===== src/rtl/bhl_pkg.sv =====
// Shared constants, command codes and queue entry type of the byte histogram.
package bhl_pkg;

  localparam int LANES_DEFAULT      = 4;
  localparam int COUNT_BITS_DEFAULT = 32;
  localparam int BINS               = 256;
  localparam int BIN_BITS           = 8;
  localparam int BYTES_PER_ITEM     = 4;
  localparam int DATA_BITS          = 32;
  localparam int NBYTES_BITS        = 3;
  localparam int CMD_BITS           = 2;
  localparam int OUT_BITS           = 32;
  localparam int QUEUE_DEPTH        = 2;

  localparam logic [OUT_BITS-1:0] OUT_MAX = '1;

  localparam logic [CMD_BITS-1:0] CMD_COUNT = 2'd0;
  localparam logic [CMD_BITS-1:0] CMD_READ  = 2'd1;
  localparam logic [CMD_BITS-1:0] CMD_CLEAR = 2'd2;

  typedef enum logic [1:0] {
    OP_COUNT = 2'd0,
    OP_READ  = 2'd1,
    OP_CLEAR = 2'd2
  } op_t;

  typedef struct packed {
    op_t                    op;
    logic [DATA_BITS-1:0]   data_bytes;
    logic [NBYTES_BITS-1:0] byte_count;
    logic [BIN_BITS-1:0]    bin_index;
  } entry_t;

endpackage


===== src/rtl/bhl_if.sv =====
// Request and response channel interfaces of the byte histogram.
interface bhl_req_if;
  logic                                 valid;
  logic                                 ready;
  logic [bhl_pkg::CMD_BITS-1:0]         command;
  logic [bhl_pkg::DATA_BITS-1:0]        data_bytes;
  logic [bhl_pkg::NBYTES_BITS-1:0]      byte_count;
  logic [bhl_pkg::BIN_BITS-1:0]         bin_index;

  modport source (output valid, command, data_bytes, byte_count, bin_index, input ready);
  modport sink   (input valid, command, data_bytes, byte_count, bin_index, output ready);
endinterface



===== src/rtl/bhl_front.sv =====
// Front end: accepts request items, classifies them and queues them for the back end.
module bhl_front (
  input  logic            clk,
  input  logic            rst,
  bhl_req_if.sink         req,
  input  logic            sweeping,
  output logic            q_valid,
  input  logic            q_ready,
  output bhl_pkg::entry_t q_item
);

  localparam int PTR_W = (bhl_pkg::QUEUE_DEPTH > 1) ? $clog2(bhl_pkg::QUEUE_DEPTH) : 1;
  localparam int CNT_W = $clog2(bhl_pkg::QUEUE_DEPTH + 1);

  bhl_pkg::entry_t entries [bhl_pkg::QUEUE_DEPTH];
  logic [PTR_W-1:0] wr_ptr;
  logic [PTR_W-1:0] rd_ptr;
  logic [CNT_W-1:0] fill;

  bhl_pkg::entry_t entry_in;
  logic            keep;
  logic            accept;
  logic            push;
  logic            pop;

  // Unused commands and count items without bytes are taken and dropped here.
  always_comb begin
    keep                = 1'b0;
    entry_in.op         = bhl_pkg::OP_COUNT;
    entry_in.data_bytes = req.data_bytes;
    entry_in.bin_index  = req.bin_index;
    if (req.byte_count > bhl_pkg::NBYTES_BITS'(bhl_pkg::BYTES_PER_ITEM)) begin
      entry_in.byte_count = bhl_pkg::NBYTES_BITS'(bhl_pkg::BYTES_PER_ITEM);
    end else begin
      entry_in.byte_count = req.byte_count;
    end
    unique case (req.command)
      bhl_pkg::CMD_COUNT: begin
        entry_in.op = bhl_pkg::OP_COUNT;
        keep        = (req.byte_count != '0);
      end
      bhl_pkg::CMD_READ: begin
        entry_in.op = bhl_pkg::OP_READ;
        keep        = 1'b1;
      end
      bhl_pkg::CMD_CLEAR: begin
        entry_in.op = bhl_pkg::OP_CLEAR;
        keep        = 1'b1;
      end
      default: begin
        keep = 1'b0;
      end
    endcase
  end

  assign req.ready = (fill != CNT_W'(bhl_pkg::QUEUE_DEPTH)) && !sweeping;
  assign accept    = req.valid && req.ready;
  assign push      = accept && keep;
  assign q_valid   = (fill != '0);
  assign q_item    = entries[rd_ptr];
  assign pop       = q_valid && q_ready;

  always_ff @(posedge clk) begin
    if (push) begin
      entries[wr_ptr] <= entry_in;
    end
  end

  always_ff @(posedge clk) begin
    if (rst) begin
      wr_ptr <= '0;
      rd_ptr <= '0;
      fill   <= '0;
    end else begin
      if (push) begin
        wr_ptr <= wr_ptr + 1'b1;
      end
      if (pop) begin
        rd_ptr <= rd_ptr + 1'b1;
      end
      case ({push, pop})
        2'b10:   fill <= fill + 1'b1;
        2'b01:   fill <= fill - 1'b1;
        default: fill <= fill;
      endcase
    end
  end

endmodule


===== src/flat_wrapper.sv =====
// flat-port wrapper written by rule: the top's interface ports become plain ports
module bhl_front_flat 
  (clk, rst, sweeping, q_valid, q_ready, q_item, req_valid, req_command, req_data_bytes, req_byte_count, req_bin_index, req_ready);
  bhl_req_if req_i ();
  input  logic clk;
  input  logic rst;
  input  logic sweeping;
  output logic q_valid;
  input  logic q_ready;
  output bhl_pkg::entry_t q_item;
  input wire logic [$bits(req_i.valid)-1:0] req_valid;
  input wire logic [$bits(req_i.command)-1:0] req_command;
  input wire logic [$bits(req_i.data_bytes)-1:0] req_data_bytes;
  input wire logic [$bits(req_i.byte_count)-1:0] req_byte_count;
  input wire logic [$bits(req_i.bin_index)-1:0] req_bin_index;
  output wire logic [$bits(req_i.ready)-1:0] req_ready;
  assign req_i.valid = req_valid;
  assign req_i.command = req_command;
  assign req_i.data_bytes = req_data_bytes;
  assign req_i.byte_count = req_byte_count;
  assign req_i.bin_index = req_bin_index;
  assign req_ready = req_i.ready;
  bhl_front u_core (.clk(clk), .rst(rst), .req(req_i), .sweeping(sweeping), .q_valid(q_valid), .q_ready(q_ready), .q_item(q_item));
endmodule

===== config.mk =====
export PLATFORM = sky130hd
export DESIGN_NAME = bhl_front_flat
export DESIGN_NICKNAME = d
export VERILOG_FILES = /design/src/rtl/bhl_pkg.sv /design/src/rtl/bhl_if.sv /design/src/rtl/bhl_front.sv /design/src/flat_wrapper.sv
export SDC_FILE = /design/constraint.sdc
export NUM_CORES = 1
export LEC_CHECK = 0
export BUFFER_PORTS_ARGS = -buffer_cell sky130_fd_sc_hd__buf_2
export CAP_MARGIN = 20
export CORE_ASPECT_RATIO = 1.75
export CORE_MARGIN = 5
export CORE_UTILIZATION = 50
export CTS_BUF_LIST = sky130_fd_sc_hd__clkbuf_16
export DETAILED_ROUTE_END_ITERATION = 10
export PLACE_DENSITY = 0.75
export SETUP_SLACK_MARGIN = 0.3
export SLEW_MARGIN = 20
export SYNTH_ARGS = -nofsm -noshare
export SYNTH_HDL_FRONTEND = slang
export SYNTH_SLANG_ARGS = --single-unit

===== constraint.sdc =====
create_clock -name clk -period 5.6 [get_ports clk]
set_input_delay 0.28 -clock clk [delete_from_list [all_inputs] [get_ports clk]]
set_output_delay 0.28 -clock clk [all_outputs]
set_load 0.02 [all_outputs]

# Word level (Yosys, flattened, before mapping)

Memories as Yosys holds them, arrays and structs flattened. A register that Yosys moved wholly into a read port is not among the register bits.
Index checks and enable logic that the tools add are counted.

Bits in writable memories: 90
Memories kept: 1
Output and inout bits: 47
Bits in registers: 4
Logic and storage cells: 32
Bits of input ports: 50

Reductions and logical operators: 10
Add/sub/neg operators: 4
$lt $le $gt $ge: 1
Equality and inequality tests: 5
Muxes and demuxes: 8

Memories:

| name           | depth | width | rd ports | clocked after Yosys merged registers in | wr ports | RTL line        | RTL |
|---|---|---|---|---|---|---|---|
| u_core.entries | 2     | 45    | 1        | 1                                       | 1        | bhl_front.sv:15 | `bhl_pkg::entry_t entries [bhl_pkg::QUEUE_DEPTH];` |

Operators by type and width:

| operator                                                            | number |
|---|---|
| 2-bit case mux with 2 select lines                                  | 2 |
| 2-bit by 1-bit == test with 1-bit output (second input constant)    | 2 |
| 2-bit == test (second input constant)                               | 2 |
| 1-bit logical AND                                                   | 4 |
| 1-bit two-way mux                                                   | 4 |
| 2-bit nonzero test                                                  | 2 |
| 3-bit greater-than comparator (second input constant)               | 1 |
| 3-bit two-way mux                                                   | 1 |
| 3-bit nonzero test                                                  | 1 |
| 1-bit adder (second input constant)                                 | 2 |
| 2-bit by 1-bit adder with 2-bit output (second input constant)      | 1 |
| 2-bit zero test                                                     | 1 |
| 2-bit inequality test (second input constant)                       | 1 |
| 1-bit case mux with 2 select lines                                  | 1 |
| 2-bit OR reduction                                                  | 1 |
| 2-bit by 1-bit subtractor with 2-bit output (second input constant) | 1 |
| 1-bit zero test                                                     | 1 |

# Longest topological paths before layout

Gate-level depths: netlist of run 1.

Depth after elaboration: 6
Mapped depth: 9
Mapped depth without buffers: 8

# Worst setup path before layout of run 1

Ideal clock, no wire load.

Kind: input port to flip-flop
Start: input req_command[0]
End: memory u_core.entries[0][0] (netlist name) (enable)
Cell stages on the path: 6
Setup slack: 2.121 ns
Required time: 5.152 ns
Arrival: 3.031 ns
Cell sequence: inv_1 > ha_1 > nor4_1 > or3_1 > buf_2 > nor2_1

Cells in the longest elaborated chain, start to end: 6
Elaborated cells between the ends (all ways): 8

RTL lines:

| item                                                                             | RTL line           | RTL |
|---|---|---|
| start: declaration                                                               | flat_wrapper.sv:12 | `input wire logic [$bits(req_i.command)-1:0] req_command;` |
| 2-bit by 1-bit == test with 1-bit output / 2-bit == test (equally long branches) | bhl_front.sv:37    | `unique case (req.command)` |
| 2-bit OR reduction (no source line)                                              | n/a                |  |
| 1-bit case mux with 2 select lines (*)                                           | bhl_front.sv:37    |  |
| 1-bit logical AND (*)                                                            | bhl_front.sv:58    | `assign push = accept && keep;` |
| 1-bit two-way mux (*)                                                            | bhl_front.sv:64    | `if (push) begin` |
| 1-bit two-way mux (implied by the code) (*)                                      | bhl_front.sv:65    | `entries[wr_ptr] <= entry_in;` |
| end: declaration                                                                 | bhl_front.sv:15    |  |

Every way passes the cells marked *; elsewhere a longest branch is shown, timed or not.

# Worst setup path after layout of run 1

Start: register u_core.fill[0]
End: memory u_core.entries[1][21] (netlist name) (enable)

Cells in the longest elaborated chain, start to end: 6

RTL lines:

| item                                    | RTL line        | RTL |
|---|---|---|
| start: declaration                      | bhl_front.sv:18 | `logic [CNT_W-1:0] fill;` |
| start signal: assignment                | bhl_front.sv:82 | `2'b10: fill <= fill + 1'b1;` |
| start signal: assignment                | bhl_front.sv:83 | `2'b01: fill <= fill - 1'b1;` |
| start signal: assignment                | bhl_front.sv:84 | `default: fill <= fill;` |
| 2-bit inequality test                   | bhl_front.sv:56 | `assign req.ready = (fill != CNT_W'(bhl_pkg::QUEUE_DEPTH)) && !sweeping;` |
| 1-bit logical AND                       | bhl_front.sv:56 |  |
| 1-bit logical AND                       | bhl_front.sv:57 | `assign accept = req.valid && req.ready;` |
| 1-bit logical AND                       | bhl_front.sv:58 |  |
| 1-bit two-way mux                       | bhl_front.sv:64 |  |
| 1-bit two-way mux (implied by the code) | bhl_front.sv:65 |  |

No other way between the ends.

==> flow_results.org, run 1 <==
** Finish
- The repair_antennas step left the layout with diodes totalling 0.
- Nets :: 337
- Relative to the synthesized area, the layout overhead comes to 23.5%.
- Final instance area :: 0.00440 sq mm
- The post-route netlist has 55.2% of its cells at a drive strength greater than 1.

** Critical path
- The critical path runs through a total of 5 cells.
- Req. time, crit path :: 5.60 ns
- The largest single stage delay on the critical path is 0.52 ns.
- Among cell families on the critical path, the largest total delay comes from simple AND/OR/NAND/NOR gates.
- The critical path is of the flop to flop type.
- STA classifies the critical path endpoint as a flop.
- The worst setup path is launched from a flop.
- In this run the worst setup path begins at u_core.fill[0].
- Measured in cells, the most critical reg-to-reg path has a length of 5.
- Signal arrival time at the worst endpoint :: 2.41 ns
- Walking the worst path, the cells encountered are inv_2 > a21o_1 > or3_1 > nor2_4 > buf_4.
- Critical path capture point :: u_core.entries[1][21]
- The endpoint identified for the worst register-to-register timing path is u_core.entries[1][21].
- Crit path buf inv count :: 2
- For this design, the slowest cell found on the critical path is nor2_4.
- Register-to-register path setup slack :: 3.19 ns
- Worst reg2reg startpoint :: u_core.fill[0]
- Highest net fanout along the worst path :: 25

** Global routing
- Entering global routing, the biggest net connects 46 pins.
- Total routing resource utilization after global routing :: 14.1%
- Congestion Overflow GR :: 0
- The first global-routing pass estimated 9190 um of wire.
- The initial antenna violation count came to 0.
- Via count of the first global-routing pass :: 1,951

** STA
- Timing-limited maximum frequency :: 415 MHz
- Sum of negative setup slack :: 0 ns
- The smallest clock period supported by the final layout is computed as 2.41 ns.
- Worst-Margin Slew :: 1.02 ns
- On the final layout, the worst hold slack is 0.139 ns.
- Between clock sinks in the finished design, the worst skew comes to 0.00336 ns.
- Final setup violation count :: 0
- Rel. slew slack :: 32.1%
- Pins over their slew limit :: 0
- Portion of the clock cycle consumed by the worst path in the final layout :: 43.1%
- Total count of hold-check failures in the final report :: 0
- Setup repair after global routing left no endpoint under its margin.

** Power and ir drop
- Cell internal power was estimated by the tool at 1.20 mW.
- Fraction of power spent switching nets :: 23.2%
- Worst vdd rail ir drop :: 0.254 mV
- Sequential cells account for 53.4% of the total power.
- Pwr per Cell Area :: 355 mW/mm^2
- Net Sw Power :: 0.363 mW
- Total leakage power :: 1.66 nW
- Part of the total power dissipated in the clock network :: 31.9%
- Part of the total power dissipated in combinational logic :: 14.7%

** Route
- The routed layout has 1,817 vias.
- For this block, the routed nets add up to 5800 um of wire.
- The pre-antenna-repair detailed-routing pass consisted of 4 iterations.
- Once detail routing completed, the nets flagged for antenna violations numbered 0.
- Average wire per standard cell :: 15.7 um
- Remaining design rule violation count :: 0
- Initial drt markers :: 84
- Detail-routed via count per cell :: 4.91

** Synth
- Syn avg cell area :: 19.8 sq um
- Counting every instance in the synthesized netlist gives 180.
- For this run, the number of Yosys warnings is 0.
- Netlist Area Pre-Place :: 0.00356 sq mm
- Synthesis-stage register bit count :: 95
- Sequential-to-total area share from yosys stat :: 78.7%
- After synthesis, the netlist uses 22 different library cells.
- Top-area cell type share of the netlist area :: 75.9%
- Synthesis produced a netlist with a net count of 235.
- Area leader, netlist :: edfxtp_1
- After synthesis, the cell types taking the most area are edfxtp_1 (76%), mux2_2 (14%), dfxtp_1 (2.8%), ha_1 (1.8%), nor2_1 (0.74%).

** Clock tree
- Clock tree synthesis selected as its root buffer the cell clkbuf_16.
- TritonCTS built the clock tree.
- Clock Path Buffers :: 2
- TritonCTS created 9 clock buffers.
- The number of hold buffers added after CTS was 0.
- Sinks on Clock Net :: 95
- Clock Pin Slew Worst Setup and Hold Paths :: 0.06 ns
- Gates resized during post-CTS repair numbered 0.
- CTS HTree Levels :: 3
- Clk Latency, worst-skew pair :: 0.33 ns
- After clock tree synthesis, the setup repair step added 0 buffers.

** Floorplanning
- Width of the die :: 73.8 um
- For this configuration, the core starts out at a cell density of 51.5%.
- Chip Height :: 122 um
- Floorplan row count :: 40
- During I/O placement, the number of pins put on the boundary was 97.
- The die covers 0.00897 sq mm.
- Area of the placeable core :: 0.00691 sq mm

** Worst hold path
- Startpoint of the lowest-slack hold path :: req_data_bytes[16]
- The tightest min-delay check is of the primary input to flop type.
- Number of cells traversed by the worst hold path :: 1

** Run
- Maximum capacitance violations :: 0

** Placed design
- Count of input and output buffers :: 96
- In this run the cell area measured after placement is 0.00415 sq mm.
- Detailed placement finished with a half-perimeter wire length of 4090 um.
- At the end of routability-driven placement, the weighted congestion stood at 0.710.

** Status
- The run finished with clean final reports.
routing by layer:
layer | global-route usage [%] | part of all wire [%]
met3 | 3.88 | 6.0
met2 | 25.1 | 57
met4 | 7.71 | 2.7
met5 | 0 | 0
met1 | 14.4 | 34
layout make-up:
cell class                 instances  area (sq um)
tap                               84           105
fill                             510          2510
sequential                        95          2800
clock buffer                       9           225
multi-input combinational         72           721
inverter                           6          22.5
clock inverter                     6          22.5
timing repair buffer              98           495
cells in the mapped netlist (all sizes together):
| cell | n |
|---|---|
| a21oi | 1 |
| and2 | 1 |
| or3 | 2 |
| o21ai | 1 |
| clkbuf | 1 |
| edfxtp | 90 |
| inv | 6 |
| dfxtp | 5 |
| nor2 | 7 |
| or2 | 1 |
| a21o | 1 |
| xnor2 | 2 |
| xor2 | 1 |
| ha | 5 |
| mux2 | 46 |
| nor2b | 2 |
| nor4 | 1 |
| o211ai | 1 |
| buf | 6 |
registers in the layout, summed over array words and instances, names as in the netlist, named ones only:
name	count
u_core.entries	90
u_core.fill	2
u_core.rd_ptr	1
u_core.wr_ptr	1
logic make-up after synthesis:
group	Yosys count	share of synthesized area, %
compound gates	4	0.703
xor+xnor	3	0.738
fa+ha+maj	5	1.76
buf+inv	13	1.44
flops	95	78.7
mux	46	14.7
simple gates	14	1.97
cell usage in the layout, fill, tap and decap left out, types with 2 or more instances in the layout:
cell	n
nor2b_1	2
inv_1	8
ha_1	5
edfxtp_1	90
nor2_1	5
dfxtp_1	4
or3_1	2
buf_4	2
buf_2	96
clkinv_1	3
nor2_4	2
xnor2_1	2
clkbuf_16	9
mux2_2	45
how the worst min path moves through the flow:
| stage | to | slack [ns] |
|---|---|---|
| final | u_core.entries[0][27] | 0.14 |
| after global routing | u_core.entries[1][27] | 0.12 |
| after CTS | u_core.entries[0][27] | 0.13 |
| after detailed placement | u_core.entries[1][14] | 0.47 |
| after global placement | u_core.entries[1][27] | 0.47 |
| after floorplan | u_core.fill[1] | 0.35 |
through the flow:
step	setup slack, ns	power [mW]	cells	util [%]
after detailed placement	2.97	1.08	355	60.1
after global placement	3.00	1.08	355	60.1
after floorplan	2.12	0.999	180	-
final	3.19	1.56	370	63.6
after global routing	3.05	1.63	370	63.6
after CTS	3.14	1.58	370	63.6
power by group through the flow:
stage / Sequential, mW / Clock (mW) / Combinational (mW)
6_report: 0.834 / 0.498 / 0.229
5_1_grt: 0.838 / 0.549 / 0.247
4_1_cts: 0.836 / 0.513 / 0.235
3_5_place_dp: 0.850 / 0 / 0.233
3_3_place_gp: 0.849 / 0 / 0.231
2_1_floorplan: 0.825 / 0 / 0.174
(Power assumes the default switching activity.)
==> run 2, diff against run 1 <==
- clock period: 5.6 -> 2.5 ns (I/O delays scaled with it)
==> run 2 against run 1 <==
- worst hold slack got worse by 0.11 ns
- highest routed layer unchanged
- cell count grew 12%
- critical path depth rose by 1
- first-iteration DRC count decreased by 9.5%
- non-clock buffer count rose by 43
- combinational power increased to 2.7 times the previous value
- clock skew grew 0.0016 ns
==> flow_results.org, run 2 (synthesis results as in run 1) <==
** Finish
- The repair_antennas step left the layout with diodes totalling 0.
- Counting flops per register, the top entry is u_core.entries.
- Number of non-filler instances in the completed layout :: 414
- Top flop regs :: u_core.entries: 90 flops, u_core.fill: 2 flops
- Fraction of final layout cells with drive strength greater than 1 :: 49.7%
- The layout has 466 filler cells.
- Most frequent cells in the layout :: buf_2 (96), edfxtp_1 (90), mux2_2 (45)
- In the final design database the tool counted 380 nets.
- Cells fill 70.4% of the core in the end.
- The register with the most flip-flops in the layout has 90 of them.
- Layout overhead on the synthesized area :: 36.6%
- Leaving out fill and tap cells, the most frequent cell in the layout is buf_2.

** STA
- Setup repair after global routing missed its margin :: no
- On the final layout, the worst clock skew is 0.00501 ns.
- Timing-limited maximum frequency :: 491 MHz
- Rel. slew slack :: 76.0%
- Pins over their slew limit :: 0
- Worst Setup Slack, final :: 0.465 ns
- Setup violations remaining at the end of the flow were counted as 0.
- Worst hold margin :: 0.0283 ns
- Portion of the clock cycle consumed by the worst path in the final layout :: 81.4%
- The worst path needs 2.03 ns of the cycle, external delays included.
- Worst-Margin Slew :: 0.360 ns
- The number of hold violations in the final report is 0.

** Floorplanning
- Area of the placeable core :: 0.00691 sq mm
- Die area :: 0.00897 sq mm
- In this run the vertical extent of the chip is 122 um.
- Width of the die :: 73.8 um
- The initialized floorplan defines 40 standard-cell rows.
- Starting Density :: 51.5%
- 97 I/O pins were placed.

** Clock tree
- TritonCTS built the clock tree.
- Clock Path Buffers :: 2
- CTS root buf :: clkbuf_16
- Clk Latency, worst-skew pair :: 0.33 ns
- For this design, the sink count on the clock tree is 95.
- Clock-pin slew was measured on the worst setup and hold paths at 0.06 ns.
- Clock buffer count from CTS :: 9
- Post-CTS setup repair buffer count :: 0
- The number of gates resized after CTS was 0.
- The clock tree synthesis step divided the H-tree into 3 levels.

** Power and ir drop
- Pwr per Cell Area :: 763 mW/mm^2
- The analysis attributes to cell leakage a power of 1.85 nW.
- IR analysis of the VDD net gives a maximum drop of 0.496 mV.

** Route
- Initial drt markers :: 76
- Average wire per standard cell :: 15.5 um
- ANT nets after route :: 0
- For this run, design rule violations remaining after detail routing come to 0.
- The final route contains 2,011 vias.
- For this block, the routed nets add up to 6420 um of wire.
- Detail-routed via count per cell :: 4.86
- The first detailed-routing pass took 4 iterations.

** Placed design
- Placed wire-length estimate :: 4300 um
- OpenSTA, run right after detailed placement, puts the worst setup slack at 0.423 ns.
- The count of buffers added on input and output ports is 96.
- Once placement completed, the tool counted placed cells totaling 358.
- Placer Congestion :: 0.699

** Critical path
- Data on the critical path arrives at its endpoint at 2.30 ns.
- Critical path start-end classification :: flop to flop
- The endpoint identified for the worst register-to-register timing path is u_core.fill[1].
- Req. time, crit path :: 2.77 ns
- Nature of the critical path endpoint :: flop
- The startpoint identified for the worst register-to-register timing path is u_core.fill[0].
- Length in cells of the worst reg-to-reg path :: 6
- In this run the worst path has a maximum fanout of 4.
- Kind of start point of the critical path :: flop
- For flop-to-flop paths, the worst setup slack is 0.47 ns.

** Global routing
- Antenna violations before repair :: 0
- Pin count of the biggest net entering global routing :: 46
- Via count of the first global-routing pass :: 2,177
- The first global-routing pass estimated 10,200 um of wire.
- Global routing consumed, over all layers together, 15.7% of the routing resources.
- Global routing finished with a remaining overflow of 0.

** Worst hold path
- The tightest min-delay check is of the primary input to flop type.
- Counting instances, the worst hold path has a depth of 1.
- Hold worst-path end :: u_core.entries[1][10]
- In this run the most critical hold path is launched from req_byte_count[2].

** Status
- The run finished with clean final reports.

** Run
- Maximum capacitance violations :: 0
run 2: cell types whose count changed in the layout (fill, tap and decap cells not counted), sizes merged:
cell,delta
buf,+3
bufinv,+1
clkinv,+2
dlygate4sd3,+40
inv,-2
run 2: per-layer routing:
layer / wire [um] / track usage [%]
met5: 0 / 0
met4: 136 / 8.16
met3: 371 / 5.04
met2: 3740 / 27.9
met1: 2170 / 15.6
run 2: repair_timing:
item | 4_1_cts | 5_1_grt
setup endpoints to repair | 0 | 0
hold buffers | 40 | 0
endpoints found under the hold margin | 80 | 0
run 2: area by class of cell:
| type | instances | area, sq um | area share, % |
|---|---|---|---|
| multi-input combinational | 72 | 721 | 14.8 |
| clock inverter | 7 | 55.1 | 1.13 |
| clock buffer | 9 | 225 | 4.63 |
| sequential | 95 | 2800 | 57.7 |
| timing repair buffer | 141 | 931 | 19.1 |
| tap | 84 | 105 | 2.16 |
| inverter | 6 | 22.5 | 0.463 |
run 2: how the worst max path moves through the flow:
stage                    from                   end  slack, ns
2_1_floorplan  u_core.fill[0]  u_core.entries[0][0]      -0.14
3_3_place_gp   req_command[0]        u_core.fill[1]       0.49
3_5_place_dp   req_command[0]        u_core.fill[1]       0.42
4_1_cts        u_core.fill[0]        u_core.fill[1]       0.45
5_1_grt        u_core.fill[0]        u_core.fill[1]       0.32
6_report       u_core.fill[0]        u_core.fill[1]       0.47
run 2: critical path, cell delays in order, from the launching register on:
cell and delay [ns]:
dfxtp_1 0.41, inv_2 0.04, a21o_1 0.17, or3_1 0.48
ha_1 0.37, or3_1 0.36, a21oi_1 0.14
run 2: power breakdown:
group | switching [mW] | internal [mW] | total [mW]
clock network | 0.504 | 0.756 | 1.26
registers | 0.0199 | 1.80 | 1.82
logic | 0.335 | 0.294 | 0.629
run 2: per-stage QoR:
stage / total power, mW / TNS (ns) / area (sq um)
finish: 3.71 / 0 / 4860
global route: 3.86 / 0 / 4860
CTS: 3.76 / 0 / 4860
detailed placement: 2.44 / 0 / 4180
global placement: 2.43 / 0 / 4180
floorplan: 2.24 / -12.99 / 3560
